## config.mk

```make
export PLATFORM = sky130hd
export DESIGN_NAME = hbf_ctrl
export DESIGN_NICKNAME = d
export VERILOG_FILES = /design/src/rtl/hbf_pkg.sv /design/src/rtl/hbf_ctrl.sv
export SDC_FILE = /design/constraint.sdc
export NUM_CORES = 1
export LEC_CHECK = 0
export BUFFER_PORTS_ARGS = -buffer_cell sky130_fd_sc_hd__buf_4
export CAP_MARGIN = 30
export CORE_AREA = 3 3 40 42
export CTS_BUF_LIST = sky130_fd_sc_hd__clkbuf_8 sky130_fd_sc_hd__clkbuf_16
export CTS_CLUSTER_DIAMETER = 120
export DETAILED_ROUTE_END_ITERATION = 16
export DIE_AREA = 0 0 43 45
export GPL_TIMING_DRIVEN = 0
export PLACE_DENSITY_LB_ADDON = 0.08
export SYNTH_ARGS = -nofsm -noshare
export SYNTH_HDL_FRONTEND = slang
export SYNTH_SLANG_ARGS = --single-unit
```

## constraint.sdc

```tcl
create_clock -name clk -period 1.52 [get_ports clk]
set_input_delay 0.304 -clock clk [delete_from_list [all_inputs] [get_ports clk]]
set_output_delay 0.304 -clock clk [all_outputs]
set_load 0.01 [all_outputs]
```

## src/rtl/hbf_pkg.sv

```systemverilog
// shared types and constants for the height map box filter
`default_nettype none
package hbf_pkg;

  localparam int unsigned SIZE_W = 13;
  localparam int unsigned POS_W = 13;
  localparam int unsigned MAX_HEIGHT = 4096;
  localparam int unsigned MAG_W = 28;
  localparam int unsigned DIVC_W = 5;

  localparam logic [1:0] REG_FRAME_WIDTH = 2'd0;
  localparam logic [1:0] REG_FRAME_HEIGHT = 2'd1;
  localparam logic [1:0] REG_HEIGHT_SCALE = 2'd2;
  localparam logic [1:0] REG_HEIGHT_OFFSET = 2'd3;

  typedef enum logic [3:0] {
    ST_IDLE,
    ST_RD,
    ST_SHIFT,
    ST_SUM,
    ST_MUL,
    ST_DIVL,
    ST_DIV,
    ST_FIN,
    ST_POS
  } state_t;

  typedef struct packed {
    logic [12:0] frame_width;
    logic [12:0] frame_height;
    logic signed [15:0] height_scale;
    logic signed [23:0] height_offset;
  } cfg_t;

  typedef struct packed {
    logic accept;
    logic shift;
    logic sum_ld;
    logic mul_ld;
    logic div_ld;
    logic fin_ld;
    logic pos_upd;
    logic rsel;
    logic csel;
    logic last;
  } cmd_t;

  typedef struct packed {
    logic any;
    logic rstart;
    logic rend;
    logic cstart;
    logic cend;
    logic div_busy;
    logic out_free;
  } stat_t;

endpackage
`default_nettype wire

```

## src/rtl/hbf_ctrl.sv

```systemverilog
// controller: sequences one word through read, window update and the results
`default_nettype none
module hbf_ctrl
  import hbf_pkg::*;
(
  input  wire logic  clk,
  input  wire logic  rst,
  input  wire logic  in_valid,
  output logic       in_stall,
  input  wire stat_t stat,
  output cmd_t       cmd
);

  state_t state, state_next;
  logic rsel, rsel_next;
  logic csel, csel_next;
  logic last;

  assign last = (rsel == stat.rend) && (csel == stat.cend);

  always_ff @(posedge clk) begin
    if (rst) begin
      state <= ST_IDLE;
      rsel <= 1'b0;
      csel <= 1'b0;
    end else begin
      state <= state_next;
      rsel <= rsel_next;
      csel <= csel_next;
    end
  end

  always_comb begin
    state_next = state;
    rsel_next = rsel;
    csel_next = csel;
    case (state)
      ST_IDLE: begin
        if (in_valid) state_next = ST_RD;
      end
      ST_RD: state_next = ST_SHIFT;
      ST_SHIFT: begin
        rsel_next = stat.rstart;
        csel_next = stat.cstart;
        state_next = stat.any ? ST_SUM : ST_POS;
      end
      ST_SUM: state_next = ST_MUL;
      ST_MUL: state_next = ST_DIVL;
      ST_DIVL: state_next = ST_DIV;
      ST_DIV: begin
        if (!stat.div_busy) state_next = ST_FIN;
      end
      ST_FIN: begin
        if (stat.out_free) begin
          if (last) begin
            state_next = ST_POS;
          end else begin
            state_next = ST_SUM;
            if (csel != stat.cend) begin
              csel_next = 1'b1;
            end else begin
              csel_next = stat.cstart;
              rsel_next = 1'b1;
            end
          end
        end
      end
      ST_POS: state_next = ST_IDLE;
      default: state_next = ST_IDLE;
    endcase
  end

  always_comb begin
    cmd = '0;
    cmd.rsel = rsel;
    cmd.csel = csel;
    cmd.last = last;
    in_stall = (state != ST_IDLE);
    case (state)
      ST_IDLE: cmd.accept = in_valid;
      ST_SHIFT: cmd.shift = 1'b1;
      ST_SUM: cmd.sum_ld = 1'b1;
      ST_MUL: cmd.mul_ld = 1'b1;
      ST_DIVL: cmd.div_ld = 1'b1;
      ST_FIN: cmd.fin_ld = stat.out_free;
      ST_POS: cmd.pos_upd = 1'b1;
      default: cmd.accept = 1'b0;
    endcase
  end

endmodule
`default_nettype wire

```

# ---- Word level (Yosys, flattened, before mapping)
# Cells that the tools add are included.
dict set report word_totals {
  ff_bits 6
  in_bits 10
}
dict set report op_classes {
  eq_ne 16
  muxes 21
  n_reduce_logical 7
}
# cell count
set op_table {}
lappend op_table {{$pmux W4 S8} 1}
lappend op_table {{$mux W4} 5}
lappend op_table {{$eq A4 B3 Y1 const B} 4}
lappend op_table {{$mux W1} 13}
lappend op_table {{$ne A2 B2 Y1 const B} 5}
lappend op_table {{$eq A4 B2 Y1 const B} 2}
lappend op_table {{$reduce_and A3 Y1} 2}
lappend op_table {{$eq A4 B1 Y1 const B} 1}
lappend op_table {{$eq A4 B4 Y1 const B} 1}
lappend op_table {{$logic_not A4 Y1} 1}
lappend op_table {{$pmux W1 S2} 2}
lappend op_table {{$reduce_and A4 Y1} 1}
lappend op_table {{$reduce_bool A4 Y1} 1}
lappend op_table {{$eq A1 B1 Y1} 2}
lappend op_table {{$reduce_bool A2 Y1} 1}
lappend op_table {{$logic_and A1 B1 Y1} 1}
lappend op_table {{$ne A1 B1 Y1} 1}

# ---- Depth between registers and ports, before layout
dict set report logic_depth {
  word_depth 5
  mapped_depth 6
  ltp_nobuf 5
}

# ---- Worst setup path before layout
# Ideal clock, no wire load.
dict set report synth_timing {
  path_kind {reg-to-output}
  from {reg state[0]}
  to {out cmd[3] in the netlist's numbering}
  t_arrival_ns 0.991
  path_slack_ns 0.225
  path_stages_with_launch 3
  path_cell_list {dfxtp_1 buf_2 nor4b_1}
}
# element line
set synth_rtl {}
lappend synth_rtl {{start, declared} hbf_ctrl.sv:14} ;# state_t state, state_next;
lappend synth_rtl {{start signal, assigned} hbf_ctrl.sv:27} ;# state <= state_next;
lappend synth_rtl {{end, declared} hbf_ctrl.sv:11} ;# output cmd_t cmd

# ---- Worst setup path in the final report
dict set report layout_timing {
  from {reg rsel}
  to {out cmd[0] in the netlist's numbering}
}
dict set report layout_via {
  elab_chain_cells 2
}
# element line
set layout_rtl {}
lappend layout_rtl {{start, declared} hbf_ctrl.sv:15} ;# logic rsel, rsel_next;
lappend layout_rtl {{start signal, assigned} hbf_ctrl.sv:28} ;# rsel <= rsel_next;
lappend layout_rtl {{$eq A1 B1 Y1} hbf_ctrl.sv:19} ;# assign last = (rsel == stat.rend) && (csel == stat.cend);
lappend layout_rtl {{$logic_and A1 B1 Y1} hbf_ctrl.sv:19}
# Every way passes these cells.

==> run_results.csv <==
group,metric,value,unit
cts,clk_pin_slew,0.03,ns
synth,synth-compound-area-share,23.1,%
sta,slew_headroom,84.4,%
cts,holdBufCountCts,0,
power,power_density,929,nW/um^2
setup_path,crit_path_end_kind,"output port",
power,p_switching,0.194,mW
route,drt_iter0_markers,5,
final_layout,diodes,0,
placed_design,io_buffers,20,
setup_path,worstReg2RegEnd,"state[0]$_SDFFE_PP0P_",
sta,period_needed,1.48,ns
sta,fin_crit_sh,97.6,%
synth,synth_area_per_cell,8.43,sq um
global_routing,gr-total-overflow,0,
placed_design,place_congestion,0.758,
sta,finalSetupViolCount,0,
power,p_comb_share,35.4,%
cts,clk_path_buf_depth,2,
sta,fin_setup_tns,0,ns
floorplan,die_area,1940,sq um
global_routing,grt_usage,12.3,%
cts,numCtsBuffers,3,
setup_path,r2r-start,"state[0]$_SDFFE_PP0P_",
final_layout,n_fill_cell,118,
sta,fin_skew,0.000492,ns
worst_hold_path,hp-class,"input port to flip-flop",
global_routing,grt_max_degree,11,
power,p_leak,0.329,nW
floorplan,ios,21,
setup_path,worstSetupPathType,"flip-flop to output port",
power,internal_power,0.465,mW
worst_hold_path,min_to,"csel$_SDFFE_PP0P_",
synth,synthMuxAreaShare,2.20,%
global_routing,grt_pass1_vias,425,
power,pwr-share-clk,35.2,%
final_layout,postLayoutCellArea,709,sq um
sta,rsz0062_at_grt,"true",
floorplan,core,1280,sq um
route,routed-via-count,503,
final_layout,area_growth,55.8,%
setup_path,arrival,1.18,ns
synth,synth.yosys.warnings,0,
power,switching_share,29.4,%
route,wl_per_cell,12.3,microns
synth,synth-adder-area-share,0,%
synth,synth_area,455,sq um
floorplan,start_util,35.4,%
sta,max_freq,674,MHz
route,routed_wl,1130,microns
route,viasPerCell,5.47,
final_layout,nets,89,
status,status,"completed",
placed_design,dp_hpwl,873,microns
cts,htreeDepth,1,
final_layout,layout_commonest_cell,"buf_4",
setup_path,crit_fanout,5,
sta,hold_violations,0,
floorplan,rows,13,
placed_design,dpl_cell_area,624,sq um
setup_path,reg2reg_slack,0.30,ns
synth,syn_inst,54,
global_routing,antenna_found_initial,0,
final_layout,drive_gt1_share,54.5,%
cts,clkLatencyLatePin,0.22,ns
synth,synth_top_family_by_area,"simple AND/OR/NAND/NOR gates",
global_routing,grt_pass1_wl,1830,microns
synth,yosys.area_share.simple,32.4,%
setup_path,rr_worst_depth,5,
worst_hold_path,hold_depth,2,
floorplan,dieWidth,43,microns
flow_run,cap_violations,0,
setup_path,cp-start-kind,"flip-flop",
synth,synth_nets,64,
floorplan,die-height,45,microns
synth,synth_xor_area_share,3.85,%
cts,cts_setup_buffers,0,
cts,cts_tree,"yes",
sta,worst_slew_pin_slew,0.233,ns
cts,clock-sinks,6,
sta,slew_violations,0,
cts,cts_root_buffer,"clkbuf_8",
synth,yosysUniqueCellTypes,33,
worst_hold_path,hp-start,"rst",
route,dr.pass1.iters,4,
route,drc,0,
power,seq_power_share,29.4,%
synth,ys_ff_latch,6,
synth,ys_seq_area_share,26.4,%
route,drtAntennaViolNets,0,
setup_path,required,1.22,ns
power,ir_worst_vdd,0.726,mV
## layer usage
| metal | up-vias | GRT usage [%] | part of all wire (%) |
|---|---|---|---|
| met5 | - | 0 | 0 |
| met4 | 0 | 3.61 | 0 |
| met3 | 0 | 3.98 | 8.6 |
| met2 | 25 | 18.6 | 46 |
| met1 | 232 | 16.9 | 45 |
| li1 | 246 | - | - |
## synth_stat cells, drive strengths merged
cell type / number / area share [%]
xnor2: 2 / 3.8
o21bai: 1 / 1.6
and3: 3 / 4.1
buf: 6 / 9.6
o2111ai: 1 / 3.3
nor4b: 1 / 1.9
and2b: 1 / 1.6
a311oi: 1 / 1.9
a21oi: 2 / 2.2
nand4b: 1 / 1.9
mux2i: 1 / 2.2
inv: 2 / 1.6
and2: 2 / 3.3
dfxtp: 6 / 26
o22ai: 2 / 2.7
nand3b: 1 / 2.5
nand3: 1 / 1.1
nand2: 3 / 2.5
a31oi: 2 / 2.7
clkinv: 1 / 0.82
nor3: 1 / 2.2
and4b: 1 / 2.2
o21ai: 2 / 2.2
o32ai: 1 / 1.9
nand4: 1 / 1.4
nor2: 4 / 3.8
and3b: 2 / 3.8
o211ai: 1 / 1.6
a211oi: 1 / 2.7
## state kept, by name (all words and copies together), names as in the netlist
register and count:
state 4, csel 1, rsel 1
## cell families (layout without fill, tap and decap cells)
family | after synthesis | in the layout
AOI/OAI and AO/OA | 14 | 14
xor gates and xnor gates | 2 | 2
buffers and inverters | 9 | 32
DFF | 6 | 6
muxes | 1 | 1
and+or+nand+nor | 22 | 22
## timing repair
action	4_1_cts	5_1_grt
pin swaps	0	1
setup endpoints to repair	2	5
gates resized for setup	2	12
## critical path, stage by stage (launching register included)
cell and delay (ns):
dfxtp_1 0.32, xnor2_1 0.24, nand2_2 0.14, inv_1 0.07, buf_4 0.09, buf_4 0.10
## through the flow
stage / hold WS (ns) / setup WS, ns / instances / total power, mW / util (%)
floorplan: 0.374 / 0.225 / 54 / 0.323 / -
global placement: 0.491 / 0.131 / 89 / 0.411 / 48.6
detailed placement: 0.493 / 0.169 / 89 / 0.410 / 48.6
CTS: 0.291 / 0.0102 / 92 / 0.651 / 52.5
global route: 0.296 / -0.0190 / 92 / 0.697 / 55.2
finish: 0.294 / 0.0360 / 92 / 0.659 / 55.2
## power groups by stage
stage,logic (mW),clock network [mW],registers [mW]
5_1_grt,0.255,0.246,0.196
4_1_cts,0.222,0.239,0.191
3_5_place_dp,0.217,0,0.193
6_report,0.233,0.232,0.194
2_1_floorplan,0.134,0,0.189
3_3_place_gp,0.218,0,0.193
## worst max-delay path by stage
stage,slack (ns),end,cells past startpoint,startpoint
3_3_place_gp,0.13,cmd[0],6,stat[2]
5_1_grt,-0.02,cmd[3],3,state[0]$_SDFFE_PP0P_
4_1_cts,0.01,cmd[0],5,csel$_SDFFE_PP0P_
6_report,0.04,cmd[0],5,rsel$_SDFFE_PP0P_
2_1_floorplan,0.22,cmd[3],2,state[0]$_SDFFE_PP0P_
3_5_place_dp,0.17,cmd[0],6,stat[2]
## final cells by class
type                            instances  area, sq um  area share, %
Timing Repair Buffer                   20          154           21.7
Clock buffer                            3         41.3           5.82
Multi-Input combinational cell         39          312           43.9
Sequential cell                         6          124           17.5
Tap cell                               15         18.8           2.65
Buffer                                  6         48.8           6.88
Inverter                                3         11.3           1.59
Power figures use the tool's default switching activity.
